===== src/mmaq_pkg.sv =====
// Shared types and constants for the min/max affine uint8 quantizer.
package mmaq_pkg;

  localparam logic [1:0] OP_OBSERVE = 2'd0;
  localparam logic [1:0] OP_FINISH  = 2'd1;
  localparam logic [1:0] OP_QUANT   = 2'd2;

  localparam logic [1:0] ST_OK    = 2'd0;
  localparam logic [1:0] ST_EMPTY = 2'd1;
  localparam logic [1:0] ST_ZERO  = 2'd2;

  localparam logic RK_PARAMS = 1'b0;
  localparam logic RK_CODE   = 1'b1;

  localparam int RECIP_W    = 41;
  localparam int RECIP_LO_W = 21;
  localparam int RECIP_HI_W = RECIP_W - RECIP_LO_W;

  typedef struct packed {
    logic [1:0]         operation;
    logic signed [31:0] sample;
  } in_item_t;

  typedef struct packed {
    logic        result_kind;
    logic [7:0]  code;
    logic [7:0]  zp_value;
    logic [31:0] value_range;
    logic [1:0]  status;
  } out_item_t;

  typedef enum logic [1:0] {
    WK_OBSERVE,
    WK_FINISH,
    WK_QUANT
  } work_kind_t;

  typedef struct packed {
    work_kind_t  kind;
    logic [31:0] sample;
  } work_item_t;

  typedef enum logic [2:0] {
    FS_IDLE,
    FS_SETUP,
    FS_ZP_LAUNCH,
    FS_ZP_WAIT,
    FS_RC_LAUNCH,
    FS_RC_WAIT,
    FS_REPORT
  } fin_state_t;

  typedef struct packed {
    logic busy;
    logic done;
  } div_stat_t;

endpackage


===== src/mmaq_front.sv =====
// Front stage: accepts transactions, decodes the operation and drops unused codes.
module mmaq_front
  import mmaq_pkg::*;
(
  input  logic       clk,
  input  logic       rst,
  input  logic       push,
  input  in_item_t   item,
  output logic       full,
  output logic       q_push,
  output work_item_t q_data,
  input  logic       q_full
);

  logic       valid;
  work_item_t held;
  logic       keep;
  work_kind_t kind;
  logic       take;

  always_comb begin
    keep = 1'b1;
    kind = WK_OBSERVE;
    unique case (item.operation)
      OP_OBSERVE: kind = WK_OBSERVE;
      OP_FINISH:  kind = WK_FINISH;
      OP_QUANT:   kind = WK_QUANT;
      default:    keep = 1'b0;
    endcase
  end

  assign q_push = valid && !q_full;
  assign q_data = held;
  assign full   = valid && q_full;
  assign take   = push && !full;

  always_ff @(posedge clk) begin
    if (rst) begin
      valid <= 1'b0;
    end else if (take) begin
      valid <= keep;
    end else if (q_push) begin
      valid <= 1'b0;
    end
  end

  always_ff @(posedge clk) begin
    if (take) begin
      held.kind   <= kind;
      held.sample <= $unsigned(item.sample);
    end
  end

endmodule


===== config.mk =====
export PLATFORM = sky130hd
export DESIGN_NAME = mmaq_front
export DESIGN_NICKNAME = d
export VERILOG_FILES = /design/src/mmaq_pkg.sv /design/src/mmaq_front.sv
export SDC_FILE = /design/constraint.sdc
export NUM_CORES = 1
export LEC_CHECK = 0
export ABC_CLOCK_PERIOD_IN_PS = 5100
export BUFFER_PORTS_ARGS = -buffer_cell sky130_fd_sc_hd__buf_2
export CORE_UTILIZATION = 43
export DETAILED_ROUTE_END_ITERATION = 6
export GPL_TIMING_DRIVEN = 0
export PLACE_DENSITY = 0.84
export SLEW_MARGIN = 10
export SYNTH_ARGS = -nofsm -noshare
export SYNTH_HDL_FRONTEND = slang
export SYNTH_SLANG_ARGS = --single-unit

===== constraint.sdc =====
create_clock -name clk -period 5.1 [get_ports clk]
set_input_delay 0.255 -clock clk [delete_from_list [all_inputs] [get_ports clk]]
set_output_delay 0.255 -clock clk [all_outputs]
set_load 0.005 [all_outputs]

==> results.json <==
{
  "tns_ns": 0,
  "worstSkewPairLatency_ns": 0.31,
  "die_w_um": 52.46,
  "vias_per_cell": 4.536,
  "finalSetupViolCount": 0,
  "ir_drop_v": 0.0002545,
  "layout.nets": 160,
  "fillCellCount": 165,
  "crit_arrival_ns": 1.46,
  "post_cts_resized": 0,
  "die-area_um2": 2752,
  "mostFrequentLayoutCell": "buf_2",
  "max_slew_margin": 0.4083,
  "synthMuxAreaShare": 0,
  "synth-seq-cells": 35,
  "synth_compound_gate_area_share": 0.01600,
  "post-route-util": 0.6754,
  "grt_pass1_vias": 599,
  "clock_sinks": 35,
  "min_to": "q_data[4]",
  "rr_worst_depth": 2,
  "tightest_slew_ns": 0.8857,
  "gr-usage-met1": 0.1856,
  "hold_class": "in2reg",
  "diodes": 0,
  "synthSimpleGateAreaFrac": 0.03314,
  "max_freq_ghz": 0.6526,
  "first_iter_violations": 15,
  "slowest_stage": "nor2b_4",
  "wire_per_inst_um": 14.14,
  "fin_skew_ns": 0.008668,
  "fin_area_um2": 1551,
  "worstPathCellList": "and2_4, nor2b_4",
  "rsz0062_at_grt": "no",
  "drcViolationCount": 0,
  "final_cell_mix": "buf_2, edfxtp_1, clkbuf_4",
  "r2r-start": "valid",
  "path_max_fanout": 34,
  "synth_top_family_by_area": "simple AND/OR/NAND/NOR gates",
  "synth_fa_ha_area_frac": 0,
  "ys_warn_count": 0,
  "hold_depth": 1,
  "maxSlewViolCount": 0,
  "first_pass_iters": 3,
  "grt_pass1_wl_um": 2911,
  "busiest_layer": "met2",
  "place_area_um2": 1503,
  "status": "complete, no violations",
  "fp-row-count": 17,
  "crit_path_end_kind": "flip-flop",
  "syn_avg_cell_area_um2": 26.07,
  "use_met3": 0.06957,
  "die_y_um": 52.46,
  "critical_path_class": "reg2reg",
  "r2r-end": "q_data[3]",
  "p_leak_nw": 0.6903,
  "htree_levels": 2,
  "wl_um": 2135,
  "required_ns": 5.03,
  "synth_nets": 80,
  "gp_congestion": 0.6675,
  "r2r_setup_slack_ns": 3.57,
  "postCtsHoldBufs": 0,
  "critPathLaunchType": "flip-flop",
  "max_stage_delay_ns": 0.69,
  "gr-usage-all-layers": 0.1648,
  "ys_types": 7,
  "dr_total_vias": 685,
  "min_period_over_period": 0.3005,
  "clk_pin_slew_worst_paths_ns": 0.09,
  "synth_seq_area_share": 0.9509,
  "cts_buffers": 5,
  "layout_min_cycle_time_ns": 1.532,
  "io_pins": 74,
  "hold_start": "item[4]",
  "layout-drive-gt1-share": 0.6585,
  "design.core.area_um2": 2297,
  "cellPowerDensity_nw_per_um2": 329.0,
  "cts_root_buf": "clkbuf_4",
  "grtUsageMet2": 0.2743,
  "initial_core_util": 0.4766,
  "dp_hpwl_um": 1723,
  "synthXorXnorAreaFrac": 0,
  "grt_max_degree": 35,
  "syn_to_final_growth_pct": 41.71,
  "post_cts_buffers": 0,
  "finalHoldViolations": 0,
  "antenna_found_initial": 0,
  "overflow": 0,
  "syn_area_um2": 1095,
  "port_buffers": 73,
  "ant_nets": 0,
  "netlist_instances": 42,
  "cap_violations": 0,
  "cts_tree": "done",
  "clk_path_buf_depth": 2
}
[report_power, final]
group	total, W	internal [W]	switching (W)
Combinational	0.0000428	0.0000226	0.0000202
Clock	0.000128	0.0000549	0.0000733
Sequential	0.000339	0.000336	0.00000382
Total	0.000510	0.000413	0.0000973
[logic make-up (layout without fill, tap and decap cells)]
kind of cell,Yosys count,in the layout
AOI/OAI and AO/OA,2,2
buffers and inverters,0,81
DFF,35,35
and+or+nand+nor,5,5
[routing by layer]
| metal | vias up | part of all wire |
|---|---|---|
| met2 | 51 | 0.48 |
| met1 | 307 | 0.39 |
| met4 | 0 | 0.016 |
| li1 | 322 | - |
| met5 | - | 0 |
| met3 | 5 | 0.12 |
[synth_stat cells]
library cell / number / area share
and2b_2: 1 / 0.0080
nor2b_1: 3 / 0.017
and2_4: 1 / 0.0080
o21ba_1: 1 / 0.0091
dfxtp_1: 1 / 0.018
edfxtp_1: 34 / 0.93
a21boi_0: 1 / 0.0069
[critical path: cells and delay by family, from the launching register on]
kind,cells,cell delay [ns]
AND/OR/NAND/NOR,2,0.84
flip-flops,1,0.31
[how the worst max path moves through the flow]
stage / from / to / slack, ns / cells after the start
floorplan: valid / q_data[0] / 2.71 / 2
global placement: q_full / q_data[28] / 2.20 / 3
detailed placement: q_full / q_data[12] / 3.47 / 3
CTS: valid / q_data[29] / 3.56 / 2
global route: valid / q_data[31] / 3.47 / 2
finish: valid / q_data[3] / 3.57 / 2
[sequential cells by signal, summed over array words and instances, names as in the netlist]
signal,count
q_data,34
valid,1
[layout make-up]
class	count	area, um^2	area share
Sequential cell	35	1041	0.6710
Clock buffer	8	48.80	0.03145
Tap cell	28	35.03	0.02258
Multi-Input combinational cell	7	61.31	0.03952
Timing Repair Buffer	73	365.4	0.2355
[through the flow]
step | hold slack (ns) | power [W] | worst slack, ns | cells
floorplan | 0.3539 | 0.0003570 | 2.709 | 42
global placement | 0.4324 | 0.0003863 | 2.200 | 143
detailed placement | 0.4331 | 0.0003901 | 3.471 | 143
CTS | 0.09575 | 0.0005179 | 3.557 | 151
global route | 0.09035 | 0.0005343 | 3.475 | 151
finish | 0.1123 | 0.0005105 | 3.568 | 151
No activity file was read; power rests on OpenSTA's default activity.
