### config.mk
export PLATFORM = sky130hd
export DESIGN_NAME = mmaq_fifo
export DESIGN_NICKNAME = d
export VERILOG_FILES = /design/src/mmaq_fifo.sv
export SDC_FILE = /design/constraint.sdc
export NUM_CORES = 1
export LEC_CHECK = 0
export CAP_MARGIN = 5
export CORE_MARGIN = 5
export CORE_UTILIZATION = 50
export DETAILED_ROUTE_END_ITERATION = 8
export DONT_BUFFER_PORTS = 1
export PLACE_DENSITY = 0.76
export SYNTH_ARGS = -nofsm -noshare
export SYNTH_HDL_FRONTEND = slang
export SYNTH_SLANG_ARGS = --single-unit
### constraint.sdc
create_clock -name clk -period 2.55 [get_ports clk]
set_input_delay 0.3825 -clock clk [delete_from_list [all_inputs] [get_ports clk]]
set_output_delay 0.3825 -clock clk [all_outputs]
set_load 0.05 [all_outputs]
### src/mmaq_fifo.sv
// Small register FIFO used between the front and back and on the result side.
module mmaq_fifo #(
  parameter int WIDTH = 8,
  parameter int DEPTH = 4
) (
  input  logic             clk,
  input  logic             rst,
  input  logic             push,
  input  logic [WIDTH-1:0] wdata,
  output logic             full,
  input  logic             pop,
  output logic [WIDTH-1:0] rdata,
  output logic             empty
);

  localparam int AW = $clog2(DEPTH);
  localparam logic [AW-1:0] LAST = AW'(DEPTH - 1);

  logic [WIDTH-1:0] slots [DEPTH];
  logic [AW-1:0]    wr_ptr;
  logic [AW-1:0]    rd_ptr;
  logic [AW:0]      count;
  logic             do_push;
  logic             do_pop;

  assign full    = count == (AW+1)'(DEPTH);
  assign empty   = count == '0;
  assign rdata   = slots[rd_ptr];
  assign do_push = push && !full;
  assign do_pop  = pop && !empty;

  // pointers wrap at DEPTH, so any depth of two or more works
  always_ff @(posedge clk) begin
    if (rst) begin
      wr_ptr <= '0;
      rd_ptr <= '0;
      count  <= '0;
    end else begin
      if (do_push) wr_ptr <= (wr_ptr == LAST) ? '0 : wr_ptr + 1'b1;
      if (do_pop)  rd_ptr <= (rd_ptr == LAST) ? '0 : rd_ptr + 1'b1;
      if (do_push && !do_pop)      count <= count + 1'b1;
      else if (do_pop && !do_push) count <= count - 1'b1;
    end
  end

  always_ff @(posedge clk) begin
    if (do_push) slots[wr_ptr] <= wdata;
  end

endmodule

==> results.tsv <==
stage	metric	value	unit
outcome	status	completed	
clocking	cts_resized	0	
drt	routed_wl	2425	um
sta	period_minus_slack	2.398	ns
sta	finalCritPeriodShare	94.02	%
global_route	grt_pass1_vias	858	
clocking	clockRootBuffer	clkbuf_4	
synth	yosys_warnings	0	
sta	skew	0.003961	ns
clocking	cts_made_buffers	5	
global_route	grt.total_usage	12.57	%
setup_path	worstRegToRegCells	9	
drt	drc_errors	0	
hold_path	whs_endpoint	count[2]	
power_and_ir_drop	power_leakage	0.6273	nW
clocking	clkTransAtPathRegs	0.11	ns
power_and_ir_drop	p_int	0.001310	W
placement	dpl.hpwl	1767	um
drt	wl_met2	1289	um
power_and_ir_drop	peakVddDrop	0.0004895	V
hold_path	hold_class	input pin to flop	
synth	synthesis.area	1645	um2
synth	ys_types	26	
clocking	cts_tree	built	
power_and_ir_drop	sw_frac_of_total	33.55	%
setup_path	rrSetupSlack	0.15	ns
layout	mostFrequentLayoutCells	edfxtp_1, dfxtp_1, mux4_2	
clocking	ctsHoldBuffers	0	
layout	num-nets-final	116	
clocking	insertion_delay	0.33	ns
setup_path	r2r_start	count[0]	
setup_path	critPathSlowestCell	dfxtp_1	
synth	ys_ff_latch	41	
sta	tightest_slew	0.5596	ns
die	dieArea	4538	um2
layout	n_antenna_cell	0	
global_route	grt_pass1_wl	3946	um
clocking	post_cts_buffers	0	
clocking	htreeDepth	2	
global_route	antenna_found_initial	0	
synth	ys_top_cells_by_area	edfxtp_1, dfxtp_1, mux4_2	
placement	io_buffers	0	
global_route	grt_start_max_net_pins	14	
die	fp-row-count	20	
sta	hold_viol	0	
sta	tns	0	ns
clocking	cts_buffer_depth	2	
synth	syn_nets	111	
setup_path	worst-path-max-fanout	7	
power_and_ir_drop	total_power	0.001972	W
hold_path	hold_start	rst	
die	initial_core_util	53.02	%
setup_path	slowest_delay	0.46	ns
die	die_w	67.37	um
flow_run	maxCapViolations	0	
power_and_ir_drop	p_sw	0.0006616	W
drt	wl_per_cell	17.08	um
drt	drt_iter0_markers	31	
setup_path	crit_arrival	2.67	ns
die	io-pin-count	22	
setup_path	r2r_end	count[2]	
layout	num-fill-cells	261	
drt	met3_length	221	um
power_and_ir_drop	pwr-share-comb	29.6	%
drt	drt-met1-wl	871	um
layout	area_growth	9.049	%
drt	first_pass_iters	3	
synth	synth-seq-area-share	69.35	%
drt	viasPerCell	5.430	
power_and_ir_drop	power_density	1099	nW/um2
drt	antenna_left	0	
placement	gp_congestion	0.6935	
synth	synthCells	92	
synth	avgSynthCellArea	17.88	um2
sta	rsz0062_at_grt	false	
sta	fmax	417.1	MHz
sta	setup_viol	0	
setup_path	critPathRequiredTime	2.83	ns
global_route	grt.overflow.total	0	
drt	routed.top_layer	met4	
setup_path	start_kind	flop	
layout	final_common_cell	edfxtp_1	
synth	synth_top_area_share	58.40	%
hold_path	hold-path-cell-count	1	
drt	via_count	771	
layout	drive_above_1_share	27.55	%
power_and_ir_drop	pwr-share-clk	25.0	%
sta	slew_violations	0	
setup_path	end_kind	flop	
sta	slew_headroom	62.64	%
synth	yosys.area.top_type	edfxtp_1	
clocking	cts_sinks	41	
power_and_ir_drop	seqPwrFrac	45.4	%
setup_path	path_cells	or3b_1 -> clkinv_4 -> nor2_2 -> ha_1 -> inv_1 -> fa_1 -> xor2_1 -> or3_2 -> a21oi_1	
setup_path	worstPathBufferInverterCount	2	
die	die_y	67.37	um
setup_path	critPathKind	flop to flop	
setup_path	path_delay_family	simple AND/OR/NAND/NOR gates	
die	core_area	3103	um2
per-stage QoR:
| stage | hold slack [ns] | worst slack, ns | std cells | utilization [%] | area (um2) |
|---|---|---|---|---|---|
| 2_1_floorplan | 0.4634 | 0.2923 | 92 | - | 1645 |
| 3_3_place_gp | 0.4535 | 0.3056 | 134 | 54.52 | 1692 |
| 3_5_place_dp | 0.4563 | 0.1547 | 134 | 54.52 | 1692 |
| 4_1_cts | 0.07986 | 0.1419 | 142 | 57.82 | 1794 |
| 5_1_grt | 0.06359 | 0.01782 | 142 | 57.82 | 1794 |
| 6_report | 0.09883 | 0.1524 | 142 | 57.82 | 1794 |
kinds of logic after synthesis:
logic type / Yosys count / synth area share (%)
buffers and inverters: 9 / 2.889
xor gates and xnor gates: 2 / 1.065
DFF: 41 / 69.35
AOI/OAI and AO/OA: 7 / 3.041
muxes: 10 / 12.17
adders and majority gates: 7 / 5.779
and+or+nand+nor: 16 / 5.704
Yosys cell counts:
master / number
or3_1: 1
nor3_1: 2
a21oi_1: 3
buf_1: 1
edfxtp_1: 32
o21ai_1: 1
and3_2: 4
buf_6: 1
nand3_1: 2
clkbuf_1: 1
nor2_2: 1
mux2i_1: 2
nand2_1: 1
fa_1: 1
clkinv_4: 1
o21ai_0: 1
dfxtp_1: 9
mux4_2: 8
ha_1: 6
o31ai_2: 2
buf_2: 1
xor2_1: 2
or3b_1: 1
nor2_1: 3
inv_1: 4
or3_2: 1
how the worst max path moves through the flow:
| stage | start | to | slack, ns | depth (start not counted) |
|---|---|---|---|---|
| 2_1_floorplan | count[0] | count[2] | 0.29 | 10 |
| 3_3_place_gp | count[0] | count[2] | 0.31 | 9 |
| 3_5_place_dp | count[0] | count[2] | 0.15 | 9 |
| 4_1_cts | count[0] | count[2] | 0.14 | 9 |
| 5_1_grt | count[0] | count[2] | 0.02 | 9 |
| 6_report | count[0] | count[2] | 0.15 | 9 |
power by group through the flow:
stage | Clock (W) | Sequential (W) | Combinational [W]
floorplan | 0 | 0.000866 | 0.000548
global placement | 0 | 0.000906 | 0.000571
detailed placement | 0 | 0.000913 | 0.000589
CTS | 0.000509 | 0.000897 | 0.000590
global route | 0.000540 | 0.000912 | 0.000616
finish | 0.000494 | 0.000894 | 0.000584
layout make-up:
class | count | area [um2] | area share, %
well taps | 44 | 55.05 | 3.068
clock inverters | 3 | 65.06 | 3.626
flip-flops and latches | 41 | 1141 | 63.60
inverters | 5 | 23.77 | 1.325
clock buffers | 5 | 37.54 | 2.092
repair buffers | 2 | 15.01 | 0.8368
multi-input cells | 42 | 456.7 | 25.45
worst reg2reg max path, stage by stage (launching register included):
cell      delay [ns]
dfxtp_1         0.46
or3b_1          0.31
clkinv_4        0.08
nor2_2          0.13
ha_1            0.21
inv_1           0.07
fa_1            0.37
xor2_1          0.16
or3_2           0.41
a21oi_1         0.14
per-layer routing:
layer  vias to the layer above  track usage, %
met4                         0           6.835
met5                         -               0
met1                       384           11.98
li1                        362               -
met3                         5           6.323
met2                        20           21.84
registers in the layout (all words and copies together), names as in the netlist, named ones only:
signal	flops
slots	32
wr_ptr	2
count	3
rd_ptr	2
(Power assumes the default switching activity.)
