$ cat src/mmaq_pkg.sv
// Shared types and constants for the min/max affine uint8 quantizer.
package mmaq_pkg;

  localparam logic [1:0] OP_OBSERVE = 2'd0;
  localparam logic [1:0] OP_FINISH  = 2'd1;
  localparam logic [1:0] OP_QUANT   = 2'd2;

  localparam logic [1:0] ST_OK    = 2'd0;
  localparam logic [1:0] ST_EMPTY = 2'd1;
  localparam logic [1:0] ST_ZERO  = 2'd2;

  localparam logic RK_PARAMS = 1'b0;
  localparam logic RK_CODE   = 1'b1;

  localparam int RECIP_W    = 41;
  localparam int RECIP_LO_W = 21;
  localparam int RECIP_HI_W = RECIP_W - RECIP_LO_W;

  typedef struct packed {
    logic [1:0]         operation;
    logic signed [31:0] sample;
  } in_item_t;

  typedef struct packed {
    logic        result_kind;
    logic [7:0]  code;
    logic [7:0]  zp_value;
    logic [31:0] value_range;
    logic [1:0]  status;
  } out_item_t;

  typedef enum logic [1:0] {
    WK_OBSERVE,
    WK_FINISH,
    WK_QUANT
  } work_kind_t;

  typedef struct packed {
    work_kind_t  kind;
    logic [31:0] sample;
  } work_item_t;

  typedef enum logic [2:0] {
    FS_IDLE,
    FS_SETUP,
    FS_ZP_LAUNCH,
    FS_ZP_WAIT,
    FS_RC_LAUNCH,
    FS_RC_WAIT,
    FS_REPORT
  } fin_state_t;

  typedef struct packed {
    logic busy;
    logic done;
  } div_stat_t;

endpackage

$ cat src/mmaq_div.sv
// Restoring divider, one quotient bit per cycle.
module mmaq_div
  import mmaq_pkg::*;
#(
  parameter int NUM_W = 42,
  parameter int DEN_W = 33
) (
  input  logic             clk,
  input  logic             rst,
  input  logic             start,
  input  logic [NUM_W-1:0] numer,
  input  logic [DEN_W-1:0] denom,
  output div_stat_t        stat,
  output logic [NUM_W-1:0] quo
);

  localparam int CW = $clog2(NUM_W + 1);

  logic [NUM_W-1:0] num_sh;
  logic [DEN_W-1:0] rem;
  logic [DEN_W-1:0] den;
  logic [CW-1:0]    left;
  logic             busy;
  logic             done;
  logic [DEN_W:0]   trial;
  logic [DEN_W:0]   diff;
  logic             fits;

  assign trial     = {rem, num_sh[NUM_W-1]};
  assign diff      = trial - {1'b0, den};
  assign fits      = !diff[DEN_W];
  assign stat.busy = busy;
  assign stat.done = done;

  always_ff @(posedge clk) begin
    if (rst) begin
      busy <= 1'b0;
      done <= 1'b0;
      left <= '0;
    end else begin
      done <= 1'b0;
      if (start) begin
        busy <= 1'b1;
        left <= CW'(NUM_W);
      end else if (busy) begin
        left <= left - 1'b1;
        if (left == CW'(1)) begin
          busy <= 1'b0;
          done <= 1'b1;
        end
      end
    end
  end

  always_ff @(posedge clk) begin
    if (start) begin
      num_sh <= numer;
      den    <= denom;
      rem    <= '0;
      quo    <= '0;
    end else if (busy) begin
      num_sh <= num_sh << 1;
      rem    <= fits ? diff[DEN_W-1:0] : trial[DEN_W-1:0];
      quo    <= {quo[NUM_W-2:0], fits};
    end
  end

endmodule

$ cat config.mk
export PLATFORM = sky130hd
export DESIGN_NAME = mmaq_div
export DESIGN_NICKNAME = d
export VERILOG_FILES = /design/src/mmaq_pkg.sv /design/src/mmaq_div.sv
export SDC_FILE = /design/constraint.sdc
export NUM_CORES = 1
export LEC_CHECK = 0
export ABC_CLOCK_PERIOD_IN_PS = 3000
export BUFFER_PORTS_ARGS = -buffer_cell sky130_fd_sc_hd__buf_4
export CAP_MARGIN = 20
export CORE_MARGIN = 10
export CORE_UTILIZATION = 40
export DETAILED_ROUTE_END_ITERATION = 8
export GPL_TIMING_DRIVEN = 1
export PLACE_DENSITY = 0.69
export SETUP_SLACK_MARGIN = 0.05
export SLEW_MARGIN = 20
export SYNTH_ARGS = -nofsm -noshare
export SYNTH_HDL_FRONTEND = slang
export SYNTH_SLANG_ARGS = --single-unit
$ cat constraint.sdc
create_clock -name clk -period 3 [get_ports clk]
set_input_delay 0 -clock clk [delete_from_list [all_inputs] [get_ports clk]]
set_output_delay 0 -clock clk [all_outputs]
set_load 0.02 [all_outputs]
==> key figures <==
STA
  • Hold Fails Final Rpt: 0
  • Max Transition Viols Final: 0
  • Final setup fails: 0
  • Clk_skew: 0.00974 ns
  • Final hold slack: just under 0.3 ns
  • Slew HR: roughly a third
  • Actual slew at the worst max-slew pin: a little over 1 ns
  • RSZ-0062 raised after global routing: yes
  • Fin crit share: about 99%
  • Achievable Freq: 336 MHz
  • Final min period: between 2 and 3 ns

Job
  • Maxcap violations: 0

Drt
  • Pre-Repair DR Iteration Count: 6
  • Drt wl/cell: 15.7 um
  • Initial drt markers: between 300 and 400
  • Vias per cell: ~5.1
  • # DRC: 0
  • DR vias: between 6000 and 7000
  • Antenna viol nets, final: 0
  • Final WL: between 20000 and 25000 um

Worst setup path
  • CP required: between 3 and 4 ns
  • Path depth of the worst reg2reg path: 12
  • Worst Setup Path Type: reg2reg
  • Critical path capture point type: flop
  • Reg2reg end: rem[25]$_SDFFE_PP0P_
  • Worst EP arrival: 3.30 ns
  • R2r setup slk: about 0.025 ns
  • Crit-path cells: inv_1 > ha_1 > nor2b_4 > o31a_1 > o211ai_2 > a21oi_2 > o211a_4 > o41a_4 > nand2_8 > buf_12 > nand2_1 > a311oi_2
  • Critical Path End: rem[25]$_SDFFE_PP0P_
  • Crit path max fanout: 7
  • Slowest cell delay on critical path: around 0.53 ns
  • Slowest CP cell: o41a_4
  • R2r startpoint: den[1]$_DFFE_PP_
  • Critical path launch point: den[1]$_DFFE_PP_
  • CP startpoint kind: flop

Clock network
  • CTS max path bufs: 2
  • Total CTS buffers: 17
  • CTS tree: built
  • CTS sink count: 158
  • Root Buffer: clkbuf_16
  • Later-pin clock latency in the skew report: 0.42 ns
  • Max H-tree Level: 4
  • Clk slew on worst S/H paths: 0.07 ns

Floorplanning
  • Die Height: 162 um
  • I/O pin total: 122
  • Initial Utilization: between 40% and 50%
  • Chip width: roughly 160 um
  • Die Area: between 0.02 and 0.03 mm^2
  • Num rows: 51
  • Core area: about 0.02 mm^2

Synthesis
  • Synth Instances: 782
  • Main combinational cell family by area after synthesis: simple AND/OR/NAND/NOR gates
  • Register bit total from synthesis: roughly 160
  • Syn_nets: 896
  • Synth warnings: 0
  • Main synth FF type: dfxtp_1
  • Synth Area in Adders: ~5.7%
  • Area fraction in and, or, nand and nor cells after synthesis: between 10% and 20%
  • Count of different cell masters after synthesis: 66
  • Async S/R FF share, synth: 0%
  • Post-synthesis compound-gate area fraction: 13.8%
  • Post-synthesis mux area share: 11.1%
  • Post-synth EDFFs: 75
  • Register area share after synthesis: around half
  • Syn_area_per_cell: about 10 um^2
  • Post-Syn Area: about 0.0081 mm^2
  • Xor/xnor share of the synthesized area: about 2.6%

Pwr
  • Power per Cell Area: between 500 and 600 mW/mm^2
  • Leak: between 4 and 5 nW
  • Post-layout power: ~0.0057 W
  • Peak VDD IR: 0.349 mV

Global routing
  • Vias in the first global route: around 6600
  • First-pass GRT wire length: approximately 33000 um
  • Largest net degree at the start of global routing: 68
  • Initial antenna violation count: 2
  • GRT overflow: 0
  • Total track usage: 15.0%

Placement
  • DP HPWL: 12900 um
  • Final GP Congestion: 0.837
  • Port bufs: around 120

Worst hold path
  • Hold depth: 2
  • Min-delay worst type: in2reg
  • Hold_sp: denom[10]

Final layout
  • Share of layout cells above drive strength 1: a little under a third
  • Most common cell after layout, fill and taps aside: buf_4
  • Layout Nets: roughly 1100
  • Final Util: between 50% and 60%
  • Commonest non-fill, non-tap cells in the layout: 166 x buf_4, 90 x nor2_1, 82 x dfxtp_1, 77 x dlygate4sd3_1, 75 x edfxtp_1
  • Area Overhead vs Synth: 39.5%

Status
  • Status: completed
==> worst max-delay path, delay by kind of cell (launching register included) <==
family,cells,cell delay [ns]
AOI/OAI and AO/OA,6,1.68
adders and majority gates,1,0.23
DFF,1,0.42
buffers and inverters,2,0.21
and+or+nand+nor,3,0.33
==> how the worst min path moves through the flow <==
stage                         to  slack (ns)
6_report       den[10]$_DFFE_PP_        0.29
4_1_cts         den[8]$_DFFE_PP_        0.28
3_3_place_gp   den[16]$_DFFE_PP_        0.18
3_5_place_dp   den[20]$_DFFE_PP_        0.18
5_1_grt         den[3]$_DFFE_PP_        0.28
2_1_floorplan   den[0]$_DFFE_PP_         0.1
==> sequential cells by signal, indices dropped and copies added (netlist names) <==
signal and flops:
busy 1, den 33, done 1, left 6, num_sh 42, quo 42
rem 33
==> kinds of logic after synthesis <==
logic type	after synthesis
simple gates	249
flops	158
compound gates	147
mux	85
buf+inv	83
fa+ha+maj	36
xor+xnor	24
==> power breakdown <==
group | internal [W] | switching, W | leakage (nW)
Combinational | 0.000562 | 0.000574 | 3.08
Sequential | 0.00242 | 0.0000703 | 1.42
Clock | 0.00116 | 0.000936 | 0.270
==> layout make-up <==
cell class | instances | area [um^2]
multi-input combinational | 542 | 4130
clock inverter | 13 | 130
inverter | 46 | 173
timing repair buffer | 251 | 2180
sequential | 158 | 3920
tap | 265 | 332
antenna | 2 | 5.00
fill | 1660 | 8420
clock buffer | 19 | 433
==> Yosys cell counts (all sizes together), types with 2 or more instances <==
| cell type | number | area (um^2) |
|---|---|---|
| inv | 45 | 169 |
| a311oi | 25 | 257 |
| or3 | 8 | 50.1 |
| a21o | 15 | 113 |
| o31ai | 3 | 22.5 |
| xnor2 | 14 | 123 |
| ha | 35 | 438 |
| nand2b | 5 | 31.3 |
| nor2 | 91 | 349 |
| or2 | 3 | 18.8 |
| xor2 | 10 | 87.6 |
| mux2i | 44 | 440 |
| o41ai | 2 | 36.3 |
| clkbuf | 19 | 71.3 |
| nand4 | 3 | 18.8 |
| edfxtp | 75 | 2250 |
| nand3b | 4 | 30.0 |
| dfxtp | 83 | 1660 |
| a211o | 2 | 17.5 |
| and3 | 6 | 37.5 |
| buf | 18 | 116 |
| o311ai | 2 | 25.0 |
| o211ai | 4 | 35.0 |
| nand2 | 83 | 337 |
| a2bb2oi | 3 | 26.3 |
| nor4 | 5 | 37.5 |
| nor3 | 19 | 95.1 |
| a21oi | 47 | 246 |
| a31oi | 5 | 31.3 |
| nand4b | 2 | 17.5 |
| o21ai | 21 | 105 |
| o21a | 2 | 15.0 |
| a211oi | 4 | 40.0 |
| nor2b | 4 | 32.5 |
| a41oi | 2 | 17.5 |
| and2 | 2 | 12.5 |
| mux2 | 41 | 462 |
| nand3 | 14 | 70.1 |
==> per-layer routing <==
metal / wire (um) / global-route usage, % / up-vias
li1: - / - / 3292
met2: 9800 / 24.0 / 159
met3: 1260 / 5.16 / 13
met1: 9160 / 19.1 / 3083
met4: 158 / 3.35 / 0
met5: 0 / 0 / -
==> metrics by stage <==
stage               setup TNS, ns  area [um^2]  cells  worst slack (ns)
global route               -0.955        11300   1296           -0.0651
finish                          0        11300   1296            0.0253
floorplan                       0         8100    782            0.0656
CTS                             0        10900   1279            0.0448
global placement                0         9490   1168            0.0413
detailed placement              0         9490   1168           0.00221
==> what timing repair did <==
action / in CTS / in global routing
hold buffers: 77 / 0
setup buffers: 2 / 12
endpoints found under the hold margin: 108 / 0
cloned: 0 / 3
gates resized for setup: 5 / 49
pin swaps: 6 / 26
endpoints found under the setup margin: 9 / 33
Note: power is estimated with default switching activity, not from simulation.
